## config.mk

```make
export PLATFORM = sky130hd
export DESIGN_NAME = synth_voice_allocator
export DESIGN_NICKNAME = d
export VERILOG_FILES = /design/src/rtl/core/sva_pkg.sv /design/src/rtl/core/sva_ctrl.sv /design/src/rtl/core/sva_datapath.sv /design/src/rtl/core/synth_voice_allocator.sv
export SDC_FILE = /design/constraint.sdc
export NUM_CORES = 1
export LEC_CHECK = 0
export BUFFER_PORTS_ARGS = -buffer_cell sky130_fd_sc_hd__buf_2
export CORE_ASPECT_RATIO = 1.25
export CORE_MARGIN = 2
export CORE_UTILIZATION = 65
export DETAILED_ROUTE_END_ITERATION = 8
export GPL_TIMING_DRIVEN = 0
export MAX_ROUTING_LAYER = met4
export PLACE_DENSITY = 0.82
export RECOVER_POWER = 100
export SYNTH_ARGS = -nofsm -noshare
export SYNTH_HDL_FRONTEND = slang
export SYNTH_SLANG_ARGS = --single-unit
```

## constraint.sdc

```tcl
create_clock -name clk -period 11.6 [get_ports clk]
set_input_delay 1.74 -clock clk [delete_from_list [all_inputs] [get_ports clk]]
set_output_delay 1.74 -clock clk [all_outputs]
set_load 0.01 [all_outputs]
```

## src/rtl/core/sva_pkg.sv

```systemverilog
package sva_pkg;

  localparam logic [1:0] REQ_NOTE_ON    = 2'd0;
  localparam logic [1:0] REQ_NOTE_OFF   = 2'd1;
  localparam logic [1:0] REQ_VOICE_DONE = 2'd2;
  localparam logic [1:0] REQ_ALL_OFF    = 2'd3;

  localparam logic [1:0] MODE_MONO   = 2'd1;
  localparam logic [1:0] MODE_LEGATO = 2'd2;

  localparam logic [0:0] CFG_VOICE_MODE = 1'd0;
  localparam logic [0:0] CFG_SAMPLE_MAP = 1'd1;

  typedef enum logic [1:0] {
    ST_IDLE,
    ST_SCAN,
    ST_APPLY,
    ST_EMIT
  } sva_state_t;

  typedef struct packed {
    logic capture;
    logic scan;
    logic apply;
    logic load_out;
  } sva_cmd_t;

  typedef struct packed {
    logic need_scan;
    logic scan_last;
  } sva_stat_t;

endpackage

```

## src/rtl/core/sva_ctrl.sv

```systemverilog
module sva_ctrl (
  input  logic               clk,
  input  logic               rst,
  input  logic               in_valid,
  output logic               in_ready,
  output logic               out_valid,
  input  logic               out_ready,
  input  sva_pkg::sva_stat_t stat,
  output sva_pkg::sva_cmd_t  cmd
);
  import sva_pkg::*;

  sva_state_t state;
  sva_state_t state_next;
  logic       out_valid_next;

  always_ff @(posedge clk) begin
    if (rst) begin
      state     <= ST_IDLE;
      out_valid <= 1'b0;
    end else begin
      state     <= state_next;
      out_valid <= out_valid_next;
    end
  end

  always_comb begin
    state_next = state;
    cmd        = '0;
    in_ready   = 1'b0;
    case (state)
      ST_IDLE: begin
        in_ready = 1'b1;
        if (in_valid) begin
          cmd.capture = 1'b1;
          state_next  = stat.need_scan ? ST_SCAN : ST_APPLY;
        end
      end
      ST_SCAN: begin
        cmd.scan = 1'b1;
        if (stat.scan_last) begin
          state_next = ST_APPLY;
        end
      end
      ST_APPLY: begin
        cmd.apply  = 1'b1;
        state_next = ST_EMIT;
      end
      ST_EMIT: begin
        if (!out_valid || out_ready) begin
          cmd.load_out = 1'b1;
          state_next   = ST_IDLE;
        end
      end
      default: begin
        state_next = ST_IDLE;
      end
    endcase
    if (cmd.load_out) begin
      out_valid_next = 1'b1;
    end else if (out_ready) begin
      out_valid_next = 1'b0;
    end else begin
      out_valid_next = out_valid;
    end
  end

  a_capture_moves_on: assert property (@(posedge clk) disable iff (rst)
    cmd.capture |=> (state == ST_SCAN || state == ST_APPLY))
    else $error("capture did not start scan or apply");

  a_apply_then_emit: assert property (@(posedge clk) disable iff (rst)
    state == ST_APPLY |=> state == ST_EMIT)
    else $error("apply not followed by emit");

  a_scan_ends: assert property (@(posedge clk) disable iff (rst)
    (state == ST_SCAN && stat.scan_last) |=> state == ST_APPLY)
    else $error("scan overran its last voice");

  a_result_from_emit: assert property (@(posedge clk) disable iff (rst)
    $rose(out_valid) |-> $past(state) == ST_EMIT)
    else $error("result raised outside emit");

endmodule

```

## src/rtl/core/sva_datapath.sv

```systemverilog
module sva_datapath #(
  parameter int VOICES = 8
) (
  input  logic               clk,
  input  logic               rst,
  input  logic               cfg_we,
  input  logic [0:0]         cfg_index,
  input  logic [1:0]         cfg_data,
  input  logic [1:0]         req_type,
  input  logic [6:0]         key_number,
  input  logic [2:0]         done_voice,
  input  sva_pkg::sva_cmd_t  cmd,
  output sva_pkg::sva_stat_t stat,
  output logic               accepted,
  output logic [2:0]         voice_index,
  output logic               retrigger,
  output logic               was_busy,
  output logic [7:0]         released_mask,
  output logic [7:0]         busy_mask,
  output logic [7:0]         gate_mask
);
  import sva_pkg::*;

  localparam int IDXW = $clog2(VOICES);

  logic [1:0]        voice_mode;
  logic              sample_map_present;

  logic [VOICES-1:0] voice_used;
  logic [VOICES-1:0] voice_gate;
  logic [6:0]        voice_note [VOICES];
  logic [31:0]       voice_age [VOICES];
  logic [31:0]       age_stamp;

  logic [1:0]        req_q;
  logic [6:0]        key_q;
  logic [2:0]        done_q;

  logic [IDXW-1:0]   idx;
  logic              found_rel;
  logic [IDXW-1:0]   best_rel;
  logic [31:0]       best_rel_age;
  logic [IDXW-1:0]   best_all;
  logic [31:0]       best_all_age;
  logic [VOICES-1:0] released;

  logic              res_acc;
  logic [IDXW-1:0]   res_sel;
  logic              res_rt;
  logic              res_busy;

  logic [IDXW-1:0]   free_idx;
  logic              any_free;
  logic              mono;
  logic [IDXW-1:0]   sel;
  logic [6:0]        scan_note;
  logic [31:0]       scan_age;
  logic [31:0]       sel_w;
  logic [31:0]       used_w;
  logic [31:0]       gate_w;
  logic [31:0]       rel_w;

  always_comb begin
    free_idx = '0;
    for (int v = VOICES - 1; v >= 0; v--) begin
      if (!voice_used[v]) begin
        free_idx = IDXW'(v);
      end
    end
  end

  assign any_free  = ~&voice_used;
  assign mono      = (voice_mode == MODE_MONO) || (voice_mode == MODE_LEGATO);
  assign scan_note = voice_note[idx];
  assign scan_age  = voice_age[idx];

  always_comb begin
    if (mono) begin
      sel = '0;
    end else if (any_free) begin
      sel = free_idx;
    end else if (found_rel) begin
      sel = best_rel;
    end else begin
      sel = best_all;
    end
  end

  assign stat.need_scan = (req_type == REQ_NOTE_OFF) ||
                          (req_type == REQ_NOTE_ON && sample_map_present && !mono && !any_free);
  assign stat.scan_last = (idx == IDXW'(VOICES - 1));

  always_ff @(posedge clk) begin
    if (rst) begin
      voice_mode         <= '0;
      sample_map_present <= 1'b0;
    end else if (cfg_we) begin
      case (cfg_index)
        CFG_VOICE_MODE: voice_mode <= cfg_data;
        CFG_SAMPLE_MAP: sample_map_present <= cfg_data[0];
        default: ;
      endcase
    end
  end

  // voice state flags and age counter
  always_ff @(posedge clk) begin
    if (rst) begin
      voice_used <= '0;
      voice_gate <= '0;
      age_stamp  <= '0;
    end else begin
      if (cmd.scan && req_q == REQ_NOTE_OFF) begin
        if (voice_used[idx] && voice_gate[idx] && scan_note == key_q) begin
          voice_gate[idx] <= 1'b0;
        end
      end
      if (cmd.apply) begin
        case (req_q)
          REQ_NOTE_ON: begin
            if (sample_map_present) begin
              voice_used[sel] <= 1'b1;
              voice_gate[sel] <= 1'b1;
              age_stamp       <= age_stamp + 32'd1;
            end
          end
          REQ_VOICE_DONE: begin
            for (int v = 0; v < VOICES; v++) begin
              if (32'(done_q) == 32'(v)) begin
                voice_used[v] <= 1'b0;
              end
            end
          end
          REQ_ALL_OFF: begin
            voice_used <= '0;
            voice_gate <= '0;
          end
          default: ;
        endcase
      end
    end
  end

  always_ff @(posedge clk) begin
    if (cmd.apply && req_q == REQ_NOTE_ON && sample_map_present) begin
      voice_note[sel] <= key_q;
      voice_age[sel]  <= age_stamp;
    end
  end

  // request capture and scan
  always_ff @(posedge clk) begin
    if (cmd.capture) begin
      req_q     <= req_type;
      key_q     <= key_number;
      done_q    <= done_voice;
      idx       <= '0;
      found_rel <= 1'b0;
      released  <= '0;
    end else if (cmd.scan) begin
      idx <= idx + IDXW'(1);
      if (req_q == REQ_NOTE_OFF) begin
        if (voice_used[idx] && voice_gate[idx] && scan_note == key_q) begin
          released[idx] <= 1'b1;
        end
      end else begin
        if (!voice_gate[idx] && (!found_rel || scan_age < best_rel_age)) begin
          found_rel    <= 1'b1;
          best_rel     <= idx;
          best_rel_age <= scan_age;
        end
        if (idx == '0 || scan_age < best_all_age) begin
          best_all     <= idx;
          best_all_age <= scan_age;
        end
      end
    end
  end

  always_ff @(posedge clk) begin
    if (cmd.apply) begin
      if (req_q == REQ_NOTE_ON && sample_map_present) begin
        res_acc  <= 1'b1;
        res_sel  <= sel;
        res_rt   <= !(voice_mode == MODE_LEGATO && voice_used[sel] && voice_gate[sel]);
        res_busy <= voice_used[sel];
      end else begin
        res_acc  <= 1'b0;
        res_sel  <= '0;
        res_rt   <= 1'b0;
        res_busy <= 1'b0;
      end
    end
  end

  assign sel_w  = 32'(res_sel);
  assign used_w = 32'(voice_used);
  assign gate_w = 32'(voice_gate);
  assign rel_w  = 32'(released);

  always_ff @(posedge clk) begin
    if (cmd.load_out) begin
      accepted      <= res_acc;
      voice_index   <= sel_w[2:0];
      retrigger     <= res_rt;
      was_busy      <= res_busy;
      released_mask <= rel_w[7:0];
      busy_mask     <= used_w[7:0];
      gate_mask     <= gate_w[7:0];
    end
  end

endmodule

```

## src/rtl/core/synth_voice_allocator.sv

```systemverilog
// voice allocator for note events
// input channel: in_valid/in_ready with req_type, key_number, done_voice
// output channel: out_valid/out_ready, one result request per input request
// config: cfg_we writes cfg_data into register cfg_index (0 voice mode,
// 1 sample map present); the user must write only while no request is in
// flight, which the block itself does not enforce
// note off, and poly note on with the sample map present and every voice in
// use, first scan the note and age store, one voice per cycle: a note off
// releases each held voice with its key, a note on searches for the oldest
// released or oldest overall voice; all other requests skip the scan
// one request is processed at a time; the next is accepted once the previous
// result has been loaded into the output register
// a stalled receiver holds the result in the output register; a following
// request is still accepted and processed, then waits to be loaded
// reset clears all voices, the age counter and the config registers
module synth_voice_allocator #(
  parameter int VOICES = 8
) (
  input  logic       clk,
  input  logic       rst,
  input  logic       cfg_we,
  input  logic [0:0] cfg_index,
  input  logic [1:0] cfg_data,
  input  logic       in_valid,
  output logic       in_ready,
  input  logic [1:0] req_type,
  input  logic [6:0] key_number,
  input  logic [2:0] done_voice,
  output logic       out_valid,
  input  logic       out_ready,
  output logic       accepted,
  output logic [2:0] voice_index,
  output logic       retrigger,
  output logic       was_busy,
  output logic [7:0] released_mask,
  output logic [7:0] busy_mask,
  output logic [7:0] gate_mask
);
  import sva_pkg::*;

  sva_cmd_t  cmd;
  sva_stat_t stat;

  sva_ctrl u_ctrl (
    .clk       (clk),
    .rst       (rst),
    .in_valid  (in_valid),
    .in_ready  (in_ready),
    .out_valid (out_valid),
    .out_ready (out_ready),
    .stat      (stat),
    .cmd       (cmd)
  );

  sva_datapath #(
    .VOICES (VOICES)
  ) u_datapath (
    .clk           (clk),
    .rst           (rst),
    .cfg_we        (cfg_we),
    .cfg_index     (cfg_index),
    .cfg_data      (cfg_data),
    .req_type      (req_type),
    .key_number    (key_number),
    .done_voice    (done_voice),
    .cmd           (cmd),
    .stat          (stat),
    .accepted      (accepted),
    .voice_index   (voice_index),
    .retrigger     (retrigger),
    .was_busy      (was_busy),
    .released_mask (released_mask),
    .busy_mask     (busy_mask),
    .gate_mask     (gate_mask)
  );

endmodule

```

**After elaboration in Yosys (flattened, before gate mapping)**

Memory sizes are Yosys's and may differ from the RTL's. A register that Yosys moved wholly into a read port is not among the register bits.
Index checks and enable logic that the tools add are counted.

- $add $sub $neg: 2
- $lt $le $gt $ge: 6
- Equality and inequality tests: 30
- Muxes and demuxes: 60
- Bitwise logic cells: 8
- Reduce and logical (&&, ||, !) cells: 48

Operators with widths:

| cell | number |
|---|---|
| 32-bit < comparator | 2 |
| 8-bit two-way mux | 6 |
| 3-bit two-way mux | 15 |
| 4-bit AND reduction | 10 |
| 32-bit by 1-bit adder with 32-bit output (second input constant) | 1 |
| 1-bit two-way mux | 26 |
| 8-bit bitwise OR | 3 |
| 8-bit one-hot mux with 3 select lines | 1 |
| 2-bit by 1-bit != test with 1-bit output (second input constant) | 10 |
| 8-bit one-hot mux with 2 select lines | 1 |
| 3-bit == test (second input constant) | 5 |
| 1-bit logical AND | 14 |
| 1-bit binary-select mux with 3-bit select | 4 |
| 3-bit AND reduction | 4 |
| 2-bit == test (second input constant) | 5 |
| 8-bit AND | 1 |
| 2-bit by 1-bit == test with 1-bit output (second input constant) | 4 |
| 3-bit by 4-bit < comparator with 1-bit output (second input constant) | 2 |
| 2-bit two-way mux | 4 |
| 8-bit inverter | 1 |
| 2-bit one-hot mux with 4 select lines | 1 |
| 8-bit AND reduction | 1 |
| 7-bit == test | 1 |
| 1-bit demux with 3-bit select | 2 |
| 13 further kinds | 30 |

- Register bits: 184
- Memory bits (writable): 312
- Bits of input ports: 20
- Output and inout bits: 32
- Memories: 2

Memory list:

| memory | words | width | read ports | clocked after memory_dff | write ports | RTL line | source |
|---|---|---|---|---|---|---|---|
| u_datapath.voice_age | 8 | 32 | 1 | 1 | 1 | sva_datapath.sv:32 | `logic [31:0] voice_age [VOICES];` |
| u_datapath.voice_note | 8 | 7 | 1 | 1 | 1 | sva_datapath.sv:31 | `logic [6:0] voice_note [VOICES];` |

**Logic depth before layout (Yosys ltp)**

- Word-level depth: 18
- Depth in mapped cells: 13
- Gate-level depth less buffers: 10

**Modules after synthesis**

From an unflattened synthesis, not the netlist that was laid out.

- Cell total of the unflattened synthesis: 1254
- Area, all modules: 20587.2 um^2

By module, submodules not included:

| module | instances | cells each | area an instance (um^2) | seq. area each (um^2) |
|---|---|---|---|---|
| sva_datapath | 1 | 1227 | 20347.0 | 14233.7 |
| sva_ctrl | 1 | 27 | 240.2 | 60.1 |

**Worst setup path before layout**

OpenSTA, ideal clock, no wires.

- Kind: input port to flip-flop
- Start: input in_valid
- End: register u_datapath.best_rel[0] (enable)
- Library setup time: 491 ps
- Arrival: 5788 ps
- Required time: 11109 ps
- Setup slack: 5320 ps
- Cell stages on the path: 6
- Cells stage by stage: nand2_1 clkinv_1 or3_1 nor2_1 nand3b_1 a311oi_1

RTL lines:

| item | RTL line | source |
|---|---|---|
| start, declared | synth_voice_allocator.sv:24 | `input logic in_valid,` |
| end signal, assigned | sva_datapath.sv:169 | `best_rel <= idx;` |
| end, declared | sva_datapath.sv:41 | `logic [IDXW-1:0] best_rel;` |

==> flow_metrics.env <==
export IMPL_regArea_sq_mm=0.0143
export IMPL_synth_top_area_frac=0.629
export IMPL_dieArea_sq_mm=0.0330
export IMPL_fmax_ghz=0.136
export IMPL_grt_pass1_wl_um=67100
export IMPL_synth_area_top_cells="edfxtp_1 (63%), mux4_2 (7.6%), dfxtp_1 (6.7%)"
export IMPL_slew_headroom=-0.779
export IMPL_max_vdd_ir_drop_mv=0.148
export IMPL_maxCapViolCount=11
export IMPL_synthTopCellsByCount="edfxtp_1 (430), nor2_1 (85), inv_1 (79)"
export IMPL_drt_total_wl_um=43200
export IMPL_synth_cells=1249
export IMPL_ctsHoldBuffers=0
export IMPL_final_area_sq_mm=0.0228
export IMPL_synth_edf_count=430
export IMPL_yosysWarnings=0
export IMPL_antenna_found_initial=1
export IMPL_overflow=0
export IMPL_ys_seq_area_frac=0.697
export IMPL_final_antenna_net_count=0
export IMPL_h_tree_depth=2
export IMPL_core_area_sq_mm=0.0310
export IMPL_placement_io_buffers=51
export IMPL_path_class="reg2reg"
export IMPL_cts_resized=0
export IMPL_fin_crit_sh=0.634
export IMPL_cts_path_max_buffers=3
export IMPL_drive_gt1_frac=0.137
export IMPL_num_rows=72
export IMPL_clkLatencyLatePin_ns=0.57
export IMPL_grt_pass1_vias=11700
export IMPL_dp_cells=1721
export IMPL_cts_num_sinks=499
export IMPL_tritoncts="yes"
export IMPL_cp_start_kind="flop"
export IMPL_vias_per_cell=6.29
export IMPL_cp_endpoint="u_datapath.best_rel_age[23]$_DFFE_PP_"
export IMPL_violations="capacitance limit, slew limit"
export IMPL_nNetsFinal=1457
export IMPL_dp_worst_setup_slack_ns=5.93
export IMPL_yosysUniqueCellTypes=55
export IMPL_drt_iter0_drc=1055
export IMPL_area_growth_pct=11.0
export IMPL_setup_tns_final_ns=0
export IMPL_reg2reg_depth=14
export IMPL_hold_viol_final=0
export IMPL_rsz0062_at_grt="no"
export IMPL_place_congestion=0.848
export IMPL_critPathBufInv=4
export IMPL_synth_ff_type="edfxtp_1"
export IMPL_cp_cell_sequence="clkbuf_1 -> clkbuf_1 -> clkbuf_1 -> mux4_2 -> mux2_1 -> ha_1 -> a21o_1 -> a21o_1 -> a21oi_1 -> o21ai_0 -> a21oi_1 -> a21boi_0 -> a311oi_1 -> clkbuf_1"
export IMPL_tightest_slew_ns=2.65
export IMPL_cp_slowest_cell="a311oi_1"
export IMPL_cts_root_buf="clkbuf_16"
export IMPL_cts_inserted_buffers=46
export IMPL_syn_area_sq_mm=0.0205
export IMPL_start_util=0.662
export IMPL_power_density_mw_per_mm2=202
export IMPL_p_leak_nw=7.91
export IMPL_ff2ff_setup_slack_ns=4.25
export IMPL_finalMaxSlewViolations=231
export IMPL_async_flop_share=0
export IMPL_dpl_cell_area_sq_mm=0.0217
export IMPL_postCtsSetupBuffers=0
export IMPL_period_needed_ns=7.35
export IMPL_cpLargestDelayFamily="compound AO/OA/AOI/OAI gates"
export IMPL_multi_input_area_sq_mm=0.00570
export IMPL_die_y_um=203
export IMPL_synth_seq_cells=499
export IMPL_dpl_hpwl_um=27200
export IMPL_worst_slack_ns=4.25
export IMPL_drc=0
export IMPL_grt_usage=0.281
export IMPL_required_ns=11.78
export IMPL_yosysTopAreaCell="edfxtp_1"
export IMPL_boundaryPins=52
export IMPL_status="finished, violations left"
export IMPL_die_w_um=163
export IMPL_hold_path_class="reg2reg"
export IMPL_clkTransAtPathRegs_ns=0.06
export IMPL_cp_arrival_ns=7.53
export IMPL_setup_viol=0
export IMPL_fin_worst_skew_ns=0.0156
export IMPL_r2r_end="u_datapath.best_rel_age[23]$_DFFE_PP_"
export IMPL_yosysMostFrequentCell="edfxtp_1"
export IMPL_fin_cells=1805
export IMPL_power_total_mw=4.60
export IMPL_worst_path_stages=14
export IMPL_worstSetupEndpointType="flop"
export IMPL_via_count=11400
export IMPL_grt_max_degree=30
export IMPL_cpMostUsedCell="clkbuf_1"
export IMPL_firstDrtPassIters=7
export IMPL_avgSynthCellArea_sq_um=16.4
export IMPL_fill_cells=1816
export IMPL_wl_per_cell_um=23.9
export IMPL_cp_max_fo=18
export IMPL_cp_slowest_stage_delay_ns=1.96
export IMPL_synth_fp_nets=1344
export IMPL_antennaDiodeCount=0
==> placed cells by master, fill, tap and decap left out, types with 32 or more instances in the layout <==
cell / n
clkbuf_16: 46
nor2_1: 84
mux2_1: 32
inv_1: 79
nand2_1: 45
clkbuf_1: 82
edfxtp_1: 430
mux4_2: 69
a21oi_1: 47
dfxtp_1: 69
ha_1: 75
==> power breakdown <==
| group | leakage, nW | switching (mW) | internal [mW] |
|---|---|---|---|
| Clock | 0.737 | 0.652 | 0.840 |
| Sequential | 4.53 | 0.0483 | 2.10 |
| Combinational | 2.65 | 0.578 | 0.386 |
==> final cells by class <==
| class | count | share of cell area |
|---|---|---|
| flip-flops and latches | 499 | 0.628 |
| multi-input cells | 626 | 0.250 |
| clock buffers | 58 | 0.0552 |
| well taps | 407 | 0.0224 |
| inverters | 80 | 0.0132 |
| repair buffers | 65 | 0.0116 |
| clock inverters | 26 | 0.0106 |
| plain buffers | 44 | 0.00917 |
==> routing by layer <==
metal	share of wire	track usage	vias to the layer above	routed length (um)
li1	-	-	5048	-
met1	0.39	0.360	5704	16700
met2	0.51	0.460	496	22100
met3	0.074	0.0468	110	3180
met4	0.030	0.0999	0	1300
met5	0	-	-	0
==> flip-flops by register name, indices dropped and copies added (netlist names), 2 cells and up, named ones only <==
name                      cells
u_datapath.done_q             3
u_datapath.key_q              7
u_ctrl.state                  2
u_datapath.released_mask      8
u_datapath.voice_mode         2
u_datapath.best_rel           3
u_datapath.voice_age        256
u_datapath.voice_gate         8
u_datapath.best_all_age      32
u_datapath.req_q              2
u_datapath.res_sel            3
u_datapath.age_stamp         32
u_datapath.voice_index        3
u_datapath.voice_used         8
u_datapath.voice_note        56
u_datapath.released           8
u_datapath.busy_mask          8
u_datapath.best_rel_age      32
u_datapath.gate_mask          8
u_datapath.idx                3
u_datapath.best_all           3
==> cell families after synthesis <==
group / share of synthesized area
AOI/OAI and AO/OA: 0.0464
xor gates and xnor gates: 0.0167
adders and majority gates: 0.0457
buffers and inverters: 0.0249
DFF: 0.697
muxes: 0.115
and+or+nand+nor: 0.0546
==> per-stage QoR <==
stage                util  hold slack [ns]
floorplan               -            0.400
global placement    0.687            0.402
detailed placement  0.700            0.406
CTS                 0.748            0.424
global route        0.735            0.441
finish              0.735            0.422
==> worst min-delay path by stage <==
stage | start | slack [ns] | endpoint | cells past startpoint
floorplan | u_datapath.res_acc$_DFFE_PP_ | 0.40 | u_datapath.accepted$_DFFE_PP_ | 0
global placement | u_datapath.res_sel[2]$_SDFFCE_PN0P_ | 0.40 | u_datapath.voice_index[2]$_DFFE_PP_ | 0
detailed placement | u_datapath.res_busy$_SDFFCE_PN0P_ | 0.41 | u_datapath.was_busy$_DFFE_PP_ | 0
CTS | u_datapath.res_busy$_SDFFCE_PN0P_ | 0.42 | u_datapath.was_busy$_DFFE_PP_ | 0
global route | u_datapath.released[0]$_SDFFE_PP0P_ | 0.44 | u_datapath.released_mask[0]$_DFFE_PP_ | 0
finish | u_datapath.res_busy$_SDFFCE_PN0P_ | 0.42 | u_datapath.was_busy$_DFFE_PP_ | 0
No activity file was read; power rests on OpenSTA's default activity.
